==> config.mk <==
export PLATFORM = sky130hd
export DESIGN_NAME = sprite_entry_tile_expander_unit
export DESIGN_NICKNAME = d
export VERILOG_FILES = /design/src/design/sete_pkg.sv /design/src/design/sprite_entry_tile_expander_unit.sv /design/src/design/sete_front.sv /design/src/design/sete_queue.sv /design/src/design/sete_back.sv
export SDC_FILE = /design/constraint.sdc
export NUM_CORES = 1
export LEC_CHECK = 0
export BUFFER_PORTS_ARGS = -buffer_cell sky130_fd_sc_hd__buf_2
export CAP_MARGIN = 20
export CORE_MARGIN = 5
export CORE_UTILIZATION = 35
export CTS_BUF_LIST = sky130_fd_sc_hd__clkbuf_2 sky130_fd_sc_hd__clkbuf_4 sky130_fd_sc_hd__clkbuf_8
export DETAILED_ROUTE_END_ITERATION = 10
export PLACE_DENSITY_LB_ADDON = 0.2
export SLEW_MARGIN = 10
export SYNTH_ARGS = -nofsm -noshare
export SYNTH_HDL_FRONTEND = slang
export SYNTH_SLANG_ARGS = --single-unit
==> constraint.sdc <==
create_clock -name clk -period 4.39 [get_ports clk]
set_input_delay 0.439 -clock clk [delete_from_list [all_inputs] [get_ports clk]]
set_output_delay 0.439 -clock clk [all_outputs]
set_load 0.02 [all_outputs]
==> src/design/sete_pkg.sv <==
// ----------------------------------------------------------------------------
// sete_pkg
// Shared types, constants and helpers for the sprite entry tile expander.
// ----------------------------------------------------------------------------
package sete_pkg;

  // mirror axis for sprite positions
  localparam logic [9:0] MIRROR_AXIS = 10'd240;

  // one column of a sprite, handed from the front to the back
  typedef struct packed {
    logic [10:0] base;         // tile code with the low row bits cleared
    logic [9:0]  x;            // screen x of the column
    logic [9:0]  y;            // screen y of the top tile
    logic        flip_x;
    logic        flip_y;
    logic [3:0]  color;
    logic [1:0]  height_code;  // log2 of tiles per column
    logic        screen;       // screen flip held for the sprite
  } col_desc_t;

  // 2**code - 1 for a size code of 1, 2, 4 or 8 tiles
  function automatic logic [2:0] size_mask(input logic [1:0] code);
    logic [2:0] m;
    case (code)
      2'd0:    m = 3'd0;
      2'd1:    m = 3'd1;
      2'd2:    m = 3'd3;
      default: m = 3'd7;
    endcase
    return m;
  endfunction

endpackage

==> src/design/sprite_entry_tile_expander_unit.sv <==
// ----------------------------------------------------------------------------
// sprite_entry_tile_expander_unit
// Expands sprite list entries into per-tile draw records.
// ----------------------------------------------------------------------------
// the first tile of an entry passes the queue, the descriptor register and the
// output register; the back end emits one tile per cycle while the output does
//   not stall, so an entry of height h (1 to 8) gives h tiles; drops push nothing
// the two-entry queue lets the front take entries while the back is busy
// reset: synchronous active-low rst_n clears sprite state, queue and output valid
module sprite_entry_tile_expander_unit
  import sete_pkg::*;
(
  input  logic        clk,
  input  logic        rst_n,
  input  logic        cfg_wr_en,
  input  logic        cfg_wr_data,
  input  logic        in_valid,
  output logic        in_stall,
  input  logic [15:0] in_attr_word,
  input  logic [15:0] in_code_word,
  input  logic [15:0] in_pos_word,
  input  logic        in_odd_frame,
  input  logic        in_list_start,
  output logic        out_valid,
  input  logic        out_stall,
  output logic [10:0] out_tile_code,
  output logic signed [9:0] out_x_pos,
  output logic signed [9:0] out_y_pos,
  output logic        out_mirror_x,
  output logic        out_mirror_y,
  output logic [3:0]  out_palette_bank,
  output logic        out_last_tile
);

  logic      push_valid;
  col_desc_t push_desc;
  logic      q_full;
  logic      q_valid;
  col_desc_t q_desc;
  logic      pop;
  logic [9:0] x_pos;
  logic [9:0] y_pos;

  // entry classification
  sete_front u_front (
    .clk           (clk),
    .rst_n         (rst_n),
    .cfg_wr_en     (cfg_wr_en),
    .cfg_wr_data   (cfg_wr_data),
    .in_valid      (in_valid),
    .in_stall      (in_stall),
    .in_attr_word  (in_attr_word),
    .in_code_word  (in_code_word),
    .in_pos_word   (in_pos_word),
    .in_odd_frame  (in_odd_frame),
    .in_list_start (in_list_start),
    .q_full        (q_full),
    .push_valid    (push_valid),
    .push_desc     (push_desc)
  );

  // column queue
  sete_queue u_queue (
    .clk        (clk),
    .rst_n      (rst_n),
    .push_valid (push_valid),
    .push_desc  (push_desc),
    .q_full     (q_full),
    .q_valid    (q_valid),
    .q_desc     (q_desc),
    .pop        (pop)
  );

  // tile walker
  sete_back u_back (
    .clk              (clk),
    .rst_n            (rst_n),
    .q_valid          (q_valid),
    .q_desc           (q_desc),
    .pop              (pop),
    .out_valid        (out_valid),
    .out_stall        (out_stall),
    .out_tile_code    (out_tile_code),
    .out_x_pos        (x_pos),
    .out_y_pos        (y_pos),
    .out_mirror_x     (out_mirror_x),
    .out_mirror_y     (out_mirror_y),
    .out_palette_bank (out_palette_bank),
    .out_last_tile    (out_last_tile)
  );

  assign out_x_pos = signed'(x_pos);
  assign out_y_pos = signed'(y_pos);

endmodule

==> src/design/sete_front.sv <==
// ----------------------------------------------------------------------------
// sete_front
// Takes list entries, sorts heads from continuations, drops disabled or
// flashing heads and builds one column descriptor per kept entry.
// ----------------------------------------------------------------------------
module sete_front
  import sete_pkg::*;
(
  input  logic        clk,
  input  logic        rst_n,
  input  logic        cfg_wr_en,
  input  logic        cfg_wr_data,
  input  logic        in_valid,
  output logic        in_stall,
  input  logic [15:0] in_attr_word,
  input  logic [15:0] in_code_word,
  input  logic [15:0] in_pos_word,
  input  logic        in_odd_frame,
  input  logic        in_list_start,
  input  logic        q_full,
  output logic        push_valid,
  output col_desc_t   push_desc
);

  logic       flip_screen_r;
  logic [2:0] columns_left_r, columns_left_nxt;
  logic [2:0] column_index_r, column_index_nxt;
  logic [1:0] height_code_r, height_code_nxt;
  logic [9:0] anchor_x_r, anchor_x_nxt;
  logic [9:0] anchor_y_r, anchor_y_nxt;
  logic       hold_flip_x_r, hold_flip_x_nxt;
  logic       hold_flip_y_r, hold_flip_y_nxt;
  logic [3:0] hold_color_r, hold_color_nxt;
  logic       hold_screen_r, hold_screen_nxt;

  logic       accept;
  logic       is_cont;
  logic       drop;
  logic [9:0] sx, sy;
  logic [9:0] head_x, head_y;
  logic [9:0] col_off;
  logic [9:0] cont_x;
  logic [2:0] head_hmask;
  logic [2:0] cont_hmask;

  // screen flip register
  always_ff @(posedge clk) begin
    if (!rst_n) begin
      flip_screen_r <= 1'b0;
    end else if (cfg_wr_en) begin
      flip_screen_r <= cfg_wr_data;
    end
  end

  // classify the entry
  assign in_stall = q_full;
  assign accept   = in_valid && !in_stall;
  assign is_cont  = (columns_left_r != 3'd0) && !in_list_start;
  assign drop     = !in_attr_word[15] || (in_pos_word[11] && !in_odd_frame);

  // head anchor: mirrored about the axis, screen flip mirrors it back
  assign sx     = {in_pos_word[8], in_pos_word[8:0]};
  assign sy     = {in_attr_word[8], in_attr_word[8:0]};
  assign head_x = flip_screen_r ? sx : MIRROR_AXIS - sx;
  assign head_y = flip_screen_r ? sy : MIRROR_AXIS - sy;

  // continuation column position, sixteen pixels per column
  assign col_off = {3'b000, column_index_r, 4'b0000};
  assign cont_x  = hold_screen_r ? anchor_x_r + col_off : anchor_x_r - col_off;

  assign head_hmask = size_mask(in_attr_word[12:11]);
  assign cont_hmask = size_mask(height_code_r);

  // descriptor for the queue
  always_comb begin
    push_valid = accept && (is_cont || !drop);
    if (is_cont) begin
      push_desc.base        = in_code_word[10:0] & ~{8'b0, cont_hmask};
      push_desc.x           = cont_x;
      push_desc.y           = anchor_y_r;
      push_desc.flip_x      = hold_flip_x_r;
      push_desc.flip_y      = hold_flip_y_r;
      push_desc.color       = hold_color_r;
      push_desc.height_code = height_code_r;
      push_desc.screen      = hold_screen_r;
    end else begin
      push_desc.base        = in_code_word[10:0] & ~{8'b0, head_hmask};
      push_desc.x           = head_x;
      push_desc.y           = head_y;
      push_desc.flip_x      = in_attr_word[13] ^ flip_screen_r;
      push_desc.flip_y      = in_attr_word[14] ^ flip_screen_r;
      push_desc.color       = in_pos_word[15:12];
      push_desc.height_code = in_attr_word[12:11];
      push_desc.screen      = flip_screen_r;
    end
  end

  // sprite state update
  always_comb begin
    columns_left_nxt = columns_left_r;
    column_index_nxt = column_index_r;
    height_code_nxt  = height_code_r;
    anchor_x_nxt     = anchor_x_r;
    anchor_y_nxt     = anchor_y_r;
    hold_flip_x_nxt  = hold_flip_x_r;
    hold_flip_y_nxt  = hold_flip_y_r;
    hold_color_nxt   = hold_color_r;
    hold_screen_nxt  = hold_screen_r;
    if (accept) begin
      if (is_cont) begin
        columns_left_nxt = columns_left_r - 3'd1;
        column_index_nxt = column_index_r + 3'd1;
      end else if (!drop) begin
        columns_left_nxt = size_mask(in_attr_word[10:9]);
        column_index_nxt = 3'd1;
        height_code_nxt  = in_attr_word[12:11];
        anchor_x_nxt     = head_x;
        anchor_y_nxt     = head_y;
        hold_flip_x_nxt  = push_desc.flip_x;
        hold_flip_y_nxt  = push_desc.flip_y;
        hold_color_nxt   = in_pos_word[15:12];
        hold_screen_nxt  = flip_screen_r;
      end else begin
        // dropped head, list start discards pending columns
        columns_left_nxt = 3'd0;
      end
    end
  end

  always_ff @(posedge clk) begin
    if (!rst_n) begin
      columns_left_r <= 3'd0;
      column_index_r <= 3'd0;
      height_code_r  <= 2'd0;
      anchor_x_r     <= 10'd0;
      anchor_y_r     <= 10'd0;
      hold_flip_x_r  <= 1'b0;
      hold_flip_y_r  <= 1'b0;
      hold_color_r   <= 4'd0;
      hold_screen_r  <= 1'b0;
    end else begin
      columns_left_r <= columns_left_nxt;
      column_index_r <= column_index_nxt;
      height_code_r  <= height_code_nxt;
      anchor_x_r     <= anchor_x_nxt;
      anchor_y_r     <= anchor_y_nxt;
      hold_flip_x_r  <= hold_flip_x_nxt;
      hold_flip_y_r  <= hold_flip_y_nxt;
      hold_color_r   <= hold_color_nxt;
      hold_screen_r  <= hold_screen_nxt;
    end
  end

endmodule

==> src/design/sete_queue.sv <==
// ----------------------------------------------------------------------------
// sete_queue
// Two-entry column descriptor queue between the front and the back.
// ----------------------------------------------------------------------------
module sete_queue
  import sete_pkg::*;
(
  input  logic      clk,
  input  logic      rst_n,
  input  logic      push_valid,
  input  col_desc_t push_desc,
  output logic      q_full,
  output logic      q_valid,
  output col_desc_t q_desc,
  input  logic      pop
);

  col_desc_t  mem_r [2];
  logic       wr_ptr_r, wr_ptr_nxt;
  logic       rd_ptr_r, rd_ptr_nxt;
  logic [1:0] count_r, count_nxt;

  assign q_full  = (count_r == 2'd2);
  assign q_valid = (count_r != 2'd0);
  assign q_desc  = mem_r[rd_ptr_r];

  // storage write
  always_ff @(posedge clk) begin
    if (push_valid) begin
      mem_r[wr_ptr_r] <= push_desc;
    end
  end

  // pointers and fill count
  always_comb begin
    wr_ptr_nxt = push_valid ? ~wr_ptr_r : wr_ptr_r;
    rd_ptr_nxt = pop ? ~rd_ptr_r : rd_ptr_r;
    count_nxt  = count_r;
    if (push_valid && !pop) begin
      count_nxt = count_r + 2'd1;
    end else if (!push_valid && pop) begin
      count_nxt = count_r - 2'd1;
    end
  end

  always_ff @(posedge clk) begin
    if (!rst_n) begin
      wr_ptr_r <= 1'b0;
      rd_ptr_r <= 1'b0;
      count_r  <= 2'd0;
    end else begin
      wr_ptr_r <= wr_ptr_nxt;
      rd_ptr_r <= rd_ptr_nxt;
      count_r  <= count_nxt;
    end
  end

`ifndef SYNTHESIS
  // never more than two entries held
  assert property (@(posedge clk) disable iff (!rst_n) count_r != 2'd3)
    else $error("queue count out of range");
  // front never pushes into a full queue
  assert property (@(posedge clk) disable iff (!rst_n) push_valid |-> !q_full)
    else $error("push into full queue");
`endif

endmodule

==> src/design/sete_back.sv <==
// ----------------------------------------------------------------------------
// sete_back
// Walks one column descriptor at a time, one tile per cycle while the output
// does not stall, into the output register.
// ----------------------------------------------------------------------------
module sete_back
  import sete_pkg::*;
(
  input  logic        clk,
  input  logic        rst_n,
  input  logic        q_valid,
  input  col_desc_t   q_desc,
  output logic        pop,
  output logic        out_valid,
  input  logic        out_stall,
  output logic [10:0] out_tile_code,
  output logic [9:0]  out_x_pos,
  output logic [9:0]  out_y_pos,
  output logic        out_mirror_x,
  output logic        out_mirror_y,
  output logic [3:0]  out_palette_bank,
  output logic        out_last_tile
);

  col_desc_t  desc_r;
  logic       busy_r, busy_nxt;
  logic [2:0] row_r, row_nxt;
  logic       out_valid_r, out_valid_nxt;

  logic [10:0] tile_code_r;
  logic [9:0]  x_pos_r;
  logic [9:0]  y_pos_r;
  logic        mirror_x_r;
  logic        mirror_y_r;
  logic [3:0]  palette_bank_r;
  logic        last_tile_r;

  logic       adv;
  logic [2:0] hmask;
  logic       last_row;
  logic [9:0] row_off;
  logic [9:0] tile_y;
  logic [2:0] code_row;
  logic [10:0] tile_code;

  // tile of the current row
  assign hmask     = size_mask(desc_r.height_code);
  assign last_row  = (row_r == hmask);
  assign row_off   = {3'b000, row_r, 4'b0000};
  assign tile_y    = desc_r.screen ? desc_r.y + row_off : desc_r.y - row_off;
  assign code_row  = desc_r.flip_y ? row_r : hmask - row_r;
  assign tile_code = desc_r.base + {8'b0, code_row};

  // advance when a tile is ready and the output register frees up
  assign adv = busy_r && (!out_valid_r || !out_stall);
  assign pop = q_valid && (!busy_r || (adv && last_row));

  always_comb begin
    busy_nxt      = busy_r;
    row_nxt       = row_r;
    out_valid_nxt = out_valid_r;
    if (pop) begin
      busy_nxt = 1'b1;
      row_nxt  = 3'd0;
    end else if (adv && last_row) begin
      busy_nxt = 1'b0;
      row_nxt  = 3'd0;
    end else if (adv) begin
      row_nxt = row_r + 3'd1;
    end
    if (adv) begin
      out_valid_nxt = 1'b1;
    end else if (!out_stall) begin
      out_valid_nxt = 1'b0;
    end
  end

  always_ff @(posedge clk) begin
    if (!rst_n) begin
      busy_r      <= 1'b0;
      row_r       <= 3'd0;
      out_valid_r <= 1'b0;
    end else begin
      busy_r      <= busy_nxt;
      row_r       <= row_nxt;
      out_valid_r <= out_valid_nxt;
    end
  end

  // descriptor and output payload
  always_ff @(posedge clk) begin
    if (pop) begin
      desc_r <= q_desc;
    end
    if (adv) begin
      tile_code_r    <= tile_code;
      x_pos_r        <= desc_r.x;
      y_pos_r        <= tile_y;
      mirror_x_r     <= desc_r.flip_x;
      mirror_y_r     <= desc_r.flip_y;
      palette_bank_r <= desc_r.color;
      last_tile_r    <= last_row;
    end
  end

  assign out_valid        = out_valid_r;
  assign out_tile_code    = tile_code_r;
  assign out_x_pos        = x_pos_r;
  assign out_y_pos        = y_pos_r;
  assign out_mirror_x     = mirror_x_r;
  assign out_mirror_y     = mirror_y_r;
  assign out_palette_bank = palette_bank_r;
  assign out_last_tile    = last_tile_r;

`ifndef SYNTHESIS
  // idle walker always parks at the top row
  assert property (@(posedge clk) disable iff (!rst_n) !busy_r |-> row_r == 3'd0)
    else $error("row counter not parked while idle");
  // a new output transfer only comes from a busy walker
  assert property (@(posedge clk) disable iff (!rst_n) $rose(out_valid_r) |-> $past(busy_r))
    else $error("output raised without a column in progress");
`endif

endmodule
# ---- Yosys cells after proc, flatten, opt, wreduce, memory -nomap -nowiden
# Memories as Yosys holds them, arrays and structs flattened. A register that Yosys moved wholly into a read port is not among the register bits.
# Cells that the tools add are included.
dict set report classes {
  n_addsub 13
  n_eq_ne 12
  mux 22
  n_bitwise 11
  n_reduce_logical 34
}
# cell count
set op_table {}
lappend op_table {{$mux 10} 4}
lappend op_table {{$mux 40} 1}
lappend op_table {{$pmux 3 s3} 4}
lappend op_table {{$and 11x11->11} 2}
lappend op_table {{$not 3->11} 2}
lappend op_table {{$add 10x7->10} 2}
lappend op_table {{$sub 10x7->10} 2}
lappend op_table {{$sub 9x9->10 const A} 2}
lappend op_table {{$mux 3} 5}
lappend op_table {{$add 11x3->11} 1}
lappend op_table {{$eq 2x2->1 const B} 5}
lappend op_table {{$logic_not 1->1} 10}
lappend op_table {{$logic_and 1x1->1} 9}
lappend op_table {{$eq 2x1->1 const B} 4}
lappend op_table {{$logic_not 2->1} 4}
lappend op_table {{$add 3x1->3 const B} 2}
lappend op_table {{$mux 1} 6}
lappend op_table {{$reduce_bool 2->1} 3}
lappend op_table {{$not 1->1} 5}
lappend op_table {{$logic_or 1x1->1} 4}
lappend op_table {{$mux 2} 2}
lappend op_table {{$ne 2x1->1 const B} 2}
lappend op_table {{$eq 3x3->1} 1}
lappend op_table {{$reduce_and 3->1} 1}
lappend op_table {{8 further kinds} 9}
dict set report totals {
  register_bits 83
  ram_bits 80
  wordCells 116
  memories 1
}
# name depth width read_ports rd_clocked_by_memory_dff wr line
set memory_table {}
lappend memory_table {u_queue.mem_r 2 40 1 1 1 sete_queue.sv:18} ;# col_desc_t mem_r [2];

# ---- Logic depth before layout (Yosys ltp)
# Gate-level depths: netlist (run 1).
dict set report logic_depth {
  depth_word 10
  mapped_depth 11
}

# ---- Modules after synthesis
# A second synthesis (run 1) with hierarchy kept.
dict set report unflattened {
  hier_cells 656
  area_unflattened_um2 8750.9
}
# module n_inst cells_each area_per_inst_um2 seq_area_each_um2
set modules_own_cells {}
lappend modules_own_cells {sete_back 1 180 3199.3 2442.3}
lappend modules_own_cells {sete_queue 1 146 3094.2 2502.4}
lappend modules_own_cells {sete_front 1 330 2457.4 720.7}

# ---- Worst setup path after synthesis (run 1)
# Ideal clock, no wire load.
dict set report synth_path {
  kind {reg-to-reg}
  from {reg u_front.columns_left_r[0]}
  to {mem u_queue.mem_r[0][0] (netlist name) (enable)}
  setup_time_ns 0.437
  arrival_ns 2.972
  slack_ns 0.981
  path_stages_with_launch 7
  n_path_buf 0
  synth_period_minus_slack_ns 3.409
  path_cell_list {dfxtp_1 -> inv_1 -> ha_1 -> ha_1 -> or2_2 -> o21a_2 -> nor2_1}
}
dict set report synth_via {
  elab_chain_len 6
}
# item line
set synth_rtl {}
lappend synth_rtl {{start: declaration} sete_front.sv:26} ;# logic [2:0] columns_left_r, columns_left_nxt;
lappend synth_rtl {{start signal: assignment} sete_front.sv:142} ;# columns_left_r <= columns_left_nxt;
lappend synth_rtl {{$reduce_bool 3->1} sete_front.sv:58} ;# assign is_cont = (columns_left_r != 3'd0) && !in_list_start;
lappend synth_rtl {{$logic_and 1x1->1} sete_front.sv:58}
lappend synth_rtl {{$logic_or 1x1->1} sete_front.sv:76} ;# push_valid = accept && (is_cont || !drop);
lappend synth_rtl {{$logic_and 1x1->1} sete_front.sv:76}
lappend synth_rtl {{$mux 1} sete_queue.sv:29} ;# if (push_valid) begin
lappend synth_rtl {{$mux 1 (not written as such)} sete_queue.sv:30} ;# mem_r[wr_ptr_r] <= push_desc;
lappend synth_rtl {{end: declaration} sete_queue.sv:18}
# No other way between the ends.

# ---- Worst setup path after layout (run 1)
dict set report layout_path {
  from {reg u_front.columns_left_r[0]}
  to {mem u_queue.mem_r[1][25] (netlist name) (enable)}
}
dict set report layout_via {
  elab_chain_len 6
}
# item line
set layout_rtl {}
lappend layout_rtl {{$reduce_bool 3->1} sete_front.sv:58}
lappend layout_rtl {{$logic_and 1x1->1} sete_front.sv:58}
lappend layout_rtl {{$logic_or 1x1->1} sete_front.sv:76}
lappend layout_rtl {{$logic_and 1x1->1} sete_front.sv:76}
lappend layout_rtl {{named net push_valid} sprite_entry_tile_expander_unit.sv:35} ;# logic push_valid;
lappend layout_rtl {{$mux 1} sete_queue.sv:29}
lappend layout_rtl {{$mux 1 (not written as such)} sete_queue.sv:30}
# The timed path passes the listed nets, and every way through them passes these cells.

==> results of run 1 <==
[cell type report]
| class | count | area, um2 | share of cell area, % |
|---|---|---|---|
| inverters | 23 | 86.3 | 0.873 |
| clock inverters | 12 | 61.3 | 0.620 |
| multi-input cells | 340 | 2630 | 26.6 |
| flip-flops and latches | 203 | 5650 | 57.1 |
| repair buffers | 91 | 463 | 4.68 |
| clock buffers | 51 | 608 | 6.15 |
| well taps | 319 | 399 | 4.03 |
[cell families (layout without fill, tap and decap cells)]
group           count (synthesis)  count (layout)
xor+xnor                       41              41
simple gates                  116             116
mux                            51              51
buf+inv                        43             177
fa+ha+maj                      30              30
flops                         203             203
compound gates                102             102
[final timing paths]
path	from	to	slack [ns]	cells after the start
max	u_front.columns_left_r[0]	u_queue.mem_r[1][25]	1.22	7
min	in_code_word[3]	u_queue.mem_r[0][32]	0.13	1
max reg2reg	u_front.columns_left_r[0]	u_queue.mem_r[1][25]	1.22	7
min reg2reg	u_back.desc_r[21]	u_back.out_x_pos[2]	0.42	0
[routing by layer]
metal / up-vias / track usage [%]
met5: - / 0
met4: 0 / 4.27
met3: 24 / 3.28
met2: 118 / 20.0
met1: 2313 / 14.8
li1: 2389 / -
[cell usage after synthesis (all sizes together)]
master	instances	share of area, %
edfxtp	158	56
nor2	46	2.3
dfxtp	45	11
mux2	44	5.9
a21oi	34	2.1
nand2	32	1.5
xnor2	30	3.1
ha	26	3.8
inv	23	1.0
o2bb2ai	19	2.0
buf	11	0.76
xor2	11	1.1
a22o	9	0.93
clkbuf	9	0.40
nand3	9	0.53
nor3	8	0.47
mux2i	7	0.83
o21ai	7	0.41
a21boi	6	0.67
a21o	6	0.53
a31oi	6	0.44
nor2b	6	0.47
and2	5	0.37
and3	4	0.30
fa	4	0.95
o211a	3	0.36
a211oi	2	0.18
a22oi	2	0.18
o2111ai	2	0.41
o21bai	2	0.18
a221oi	1	0.10
nand2b	1	0.16
nand3b	1	0.089
nor3b	1	0.089
o211ai	1	0.089
o21a	1	0.10
o22ai	1	0.074
or2	1	0.074
or3	1	0.074
or4	1	0.13
[flip-flops by register name, summed over array words and instances (netlist names), 4 cells and up]
signal and flops:
u_back.out_tile_code 11, u_back.out_y_pos 10, u_back.out_palette_bank 4, u_back.out_x_pos 10, u_front.anchor_y_r 10, u_back.desc_r 40
u_queue.mem_r 80, u_front.anchor_x_r 10, u_front.hold_color_r 4
[metrics by stage]
step	utilization (%)	setup slack (ns)
2_1_floorplan	-	0.981
3_3_place_gp	39.1	1.24
3_5_place_dp	39.1	1.18
4_1_cts	41.9	1.16
5_1_grt	41.9	0.998
6_report	41.9	1.22
[placed cells by master (no fill, tap or decap), types with 3 or more instances in the layout]
| master | n |
|---|---|
| dfxtp_1 | 44 |
| and3_1 | 4 |
| fa_1 | 4 |
| nor3_1 | 8 |
| a21boi_1 | 3 |
| buf_4 | 3 |
| o211a_1 | 3 |
| nor2b_1 | 5 |
| clkinv_2 | 4 |
| nand2_1 | 31 |
| nand3_1 | 9 |
| clkbuf_4 | 15 |
| xnor2_1 | 30 |
| buf_2 | 88 |
| a21o_1 | 6 |
| o21ai_0 | 6 |
| xor2_1 | 11 |
| inv_1 | 21 |
| a22o_1 | 9 |
| nor2_1 | 43 |
| clkinvlp_4 | 3 |
| a31oi_1 | 6 |
| a21oi_1 | 32 |
| edfxtp_1 | 158 |
| and2_1 | 4 |
| ha_1 | 26 |
| mux2i_1 | 7 |
| clkbuf_8 | 36 |
| o2bb2ai_1 | 19 |
| mux2_2 | 44 |
| clkinv_1 | 5 |
[worst max-delay path, stage by stage, from the launching register on]
cell,delay [ns]
dfxtp_1,0.35
inv_1,0.06
ha_1,0.19
ha_1,0.20
or2_2,0.64
o21a_2,0.39
inv_2,0.11
and2_2,0.83
[power by group through the flow]
stage | registers, mW | logic (mW) | clock network, mW
floorplan | 2.96 | 0.795 | 0
finish | 2.85 | 1.25 | 1.60
global route | 2.90 | 1.40 | 1.75
CTS | 2.86 | 1.28 | 1.67
detailed placement | 2.90 | 1.27 | 0
global placement | 2.89 | 1.24 | 0
==> flow_summary.toml, run 1 <==
[synthesis]
synth_mux_area_share_pct = 6.69
synthAdderAreaFrac_pct = 4.80
synth_compound_area_share_pct = 8.74
synth_xor_area_share_pct = 4.25
synth-seq-cells = 203
synthSimpleGateAreaFrac_pct = 6.54
seq_area_frac_synth_pct = 66.8
synth_top_family_by_area = "compound AO/OA/AOI/OAI gates"
yosysUniqueCellTypes = 53
syn_inst = 586
yosysWarningCount = 0
netlist_area_mm2 = 0.00845
syn_area_per_cell_um2 = 14.4
syn_nets = 672

[clock_network]
cts_hold_buf = 0
cts.clk_slew.worst_paths_ns = 0.06
cts_resized = 0
h-tree-depth = 2
clockBufferDepth = 3
numCtsBuffers = 35
clk_latency_ns = 0.51
clock-sinks = 203
postCtsSetupRepairBufs = 0
root_buffer = "clkbuf_8"
cts_tree = "yes"

[worst_setup_path]
end_kind = "flip-flop"
worst_setup_path_start_kind = "flip-flop"
cp.required_ns = 4.50
path_class = "reg -> reg"
crit_fanout = 49
crit_arrival_ns = 3.28

[detailed_routing]
m1WireLength_mm = 6.88
wl_met2_mm = 7.85
num_vias = 4844
drc = 0
routed-wl-met3_um = 932
drt-total-wl_mm = 16.0
wire_per_inst_um = 15.4
drt_first_pass_iters = 5
top_layer = "met4"
ant_nets = 0
avgViaCountPerCell = 4.66
drtIter0Drc = 248

[global_routing]
grt_pass1_wl_mm = 25.7
grt-ovfl-total = 0
grtUsageTotal_pct = 11.9
grt_pass1_vias = 5093
grt_start_max_net_pins = 50
antenna_found_initial = 0

[sta]
finalSetupTns_ns = 0
report.final.slew_viol_count = 0
relSlewSlack_pct = 32.2
fmax_mhz = 316
worst_slew_pin_slew_ns = 1.02
hold_viol_final = 0
fin_skew_ns = 0.0180
setup_viol = 0
rsz0062_at_grt = "false"
post-route-min-period_ns = 3.17
holdWs_ns = 0.126
period_share_pct = 72.2

[power_and_ir_drop]
clock_power_share_pct = 28.1
p_int_mw = 4.03
power_frac_seq_pct = 50.1
leakagePower_nw = 3.75
comb_power_share_pct = 21.9
p_sw_mw = 1.66
p_total_mw = 5.70
switching_share_pct = 29.2
peakVddDrop_mv = 0.248
p_per_area_mw_per_mm2 = 576

[floorplanning]
die_x_um = 165
pin_count = 96
initial_core_util_pct = 35.8
rows = 56
floorplan.die_area_mm2 = 0.0274
core-area_mm2 = 0.0236
die_h_um = 165

[layout]
n_antenna_cell = 0
synthToLayoutAreaGrowth_pct = 17.1
drive_gt1_share_pct = 29.2
instances_no_fill = 1039
nets = 780
postLayoutCellArea_mm2 = 0.00989
n_fill_cell = 2230

[place]
gp_congestion = 0.818
place_area_mm2 = 0.00923
dp_hpwl_mm = 10.9
portBuffers = 88
placedCellCount = 976

[worst_hold_path]
hold_class = "in -> reg"

[flow_run]
maxCapViolations = 0

[run_status]
outcome = "finished, final reports clean"
No activity file was read; power rests on OpenSTA's default activity.
==> inputs of run 2 (changes only) <==
==> constraint.sdc (replaced) <==
create_clock -name clk -period 3 [get_ports clk]
set_input_delay 0.3 -clock clk [delete_from_list [all_inputs] [get_ports clk]]
set_output_delay 0.3 -clock clk [all_outputs]
set_load 0.02 [all_outputs]
==> run 2 against run 1 <==
  * Worst hold slack worse by 0.085 ns
  * Power is 47% higher
  * Clock skew is 0.0012 ns lower
  * Highest routed layer unchanged
  * Largest cell class unchanged
  * Sequential power is 46% higher
  * Critical path depth is 3 higher
  * Clock power is 44% higher
  * Sequential share of layout area is 0.77 points lower
  * Cell area is 1.4% higher
  * Fmax is 17% higher
==> flow_summary.toml, run 2 (synthesis results as in run 1) <==
[run_status]
outcome = "finished, final reports clean"

[sta]
hold_viol_final = 0
setup_viol = 0
post-route-min-period_ns = 2.70
period_share_pct = 89.9
rsz0062_at_grt = "false"
worst_slew_pin_slew_ns = 1.05
report.final.slew_viol_count = 0
holdWs_ns = 0.0412
relSlewSlack_pct = 30.3
finalSetupTns_ns = 0
layout_setup_ws_ns = 0.302
fin_skew_ns = 0.0168
fmax_mhz = 371

[clock_network]
numCtsBuffers = 35
cts_resized = 0
clockBufferDepth = 3
root_buffer = "clkbuf_8"
clock-sinks = 203
h-tree-depth = 2
cts.clk_slew.worst_paths_ns = 0.06
cts_hold_buf = 10
postCtsSetupRepairBufs = 0
clk_latency_ns = 0.50
cts_tree = "yes"

[power_and_ir_drop]
power_frac_seq_pct = 49.8
p_sw_mw = 2.47
leakagePower_nw = 3.82
peakVddDrop_mv = 0.263
p_per_area_mw_per_mm2 = 834
clock_power_share_pct = 27.6
comb_power_share_pct = 22.6
switching_share_pct = 29.5
p_int_mw = 5.90

[global_routing]
antenna_found_initial = 0
grt_pass1_vias = 5176
grt_start_max_net_pins = 49
grt_pass1_wl_mm = 26.2
grtUsageTotal_pct = 12.1
grt-ovfl-total = 0

[worst_setup_path]
end_kind = "flip-flop"
crit_arrival_ns = 2.94
r2r_start = "u_back.desc_r[2]"
crit_fanout = 6
path_class = "reg -> reg"
slowest_delay_ns = 0.46
cp.required_ns = 3.25
path_cells = "nor2_1 > ha_1 > fa_1 > mux2i_1 > ha_1 > a21o_1 > a21oi_1 > nor2_1 > nand2_1 > xnor2_1"
worst_setup_path_start_kind = "flip-flop"
slowest_stage = "edfxtp_1"
crit_start = "u_back.desc_r[2]"

[detailed_routing]
drtIter0Drc = 190
drt-total-wl_mm = 16.1
wire_per_inst_um = 15.3
drc = 0
avgViaCountPerCell = 4.64
drt_first_pass_iters = 4
num_vias = 4891
ant_nets = 0

[layout]
synthToLayoutAreaGrowth_pct = 18.7
postLayoutCellArea_mm2 = 0.0100
registers.top_by_ff_count = "u_queue.mem_r"
n_fill_cell = 2174
instances_no_fill = 1053
largest_reg_flops = 80
drive_gt1_share_pct = 28.6
n_antenna_cell = 0
layout_common_cells = "edfxtp_1, buf_2, mux2_2, dfxtp_1, nor2_1"
layout_commonest_cell = "edfxtp_1"
nets = 796

[floorplanning]
pin_count = 96
die_x_um = 165
initial_core_util_pct = 35.8
floorplan.die_area_mm2 = 0.0274
core-area_mm2 = 0.0236
rows = 56
die_h_um = 165

[place]
gp_congestion = 0.799
placedCellCount = 982
place_area_mm2 = 0.00928
portBuffers = 88
dp_hpwl_mm = 11.0
post-place-ws_ns = 0.293

[flow_run]
maxCapViolations = 0

[worst_hold_path]
min_from = "in_pos_word[14]"
hold_class = "in -> reg"
run 2: changes by cell type in the layout (fill, tap and decap cells not counted), moves of 3 or more:
cell           before  now
clkinv_1            5    9
clkinvlp_4          3    0
dlygate4sd3_1       0   10
buf_4               3    8
clkbuf_4           15    8
run 2: power groups by stage:
stage	registers [mW]	logic (mW)	clock network [mW]
3_5_place_dp	4.23	1.90	0
6_report	4.17	1.89	2.31
4_1_cts	4.18	1.93	2.40
3_3_place_gp	4.22	1.84	0
5_1_grt	4.24	2.10	2.54
2_1_floorplan	4.32	1.16	0
run 2: worst paths after layout:
check	endpoint	slack [ns]	cells past startpoint
worst max-delay path	u_back.out_tile_code[9]	0.30	10
worst min-delay path	u_front.hold_color_r[2]	0.04	2
worst max register to register	u_back.out_tile_code[9]	0.30	10
worst min register to register	u_back.out_y_pos[0]	0.42	0
run 2: final cells by class:
cell class | instances | area (um2) | share of cell area, %
clock inverter | 15 | 63.8 | 0.636
timing repair buffer | 107 | 621 | 6.19
inverter | 23 | 86.3 | 0.861
tap | 319 | 399 | 3.98
clock buffer | 46 | 583 | 5.81
multi-input combinational | 340 | 2630 | 26.2
sequential | 203 | 5650 | 56.3
run 2: worst max-delay path: cells and delay by family (launching register included):
| kind | cells | cell delay, ns |
|---|---|---|
| AOI/OAI and AO/OA | 2 | 0.45 |
| and+or+nand+nor | 3 | 0.33 |
| muxes | 1 | 0.27 |
| xor gates and xnor gates | 1 | 0.06 |
| adders and majority gates | 3 | 0.88 |
| DFF | 1 | 0.46 |
run 2: per-layer routing:
layer / wire length [um] / global-route usage [%] / vias up
met3: 974 / 3.47 / 25
met1: 6950 / 14.7 / 2343
li1: - / - / 2417
met4: 279 / 4.20 / 0
met5: 0 / 0 / -
met2: 7910 / 20.8 / 106
run 2: stage by stage:
stage          utilization [%]  power [mW]
5_1_grt                   42.5        8.87
2_1_floorplan                -        5.49
3_5_place_dp              39.3        6.14
3_3_place_gp              39.3        6.06
6_report                  42.5        8.37
4_1_cts                   42.5        8.51
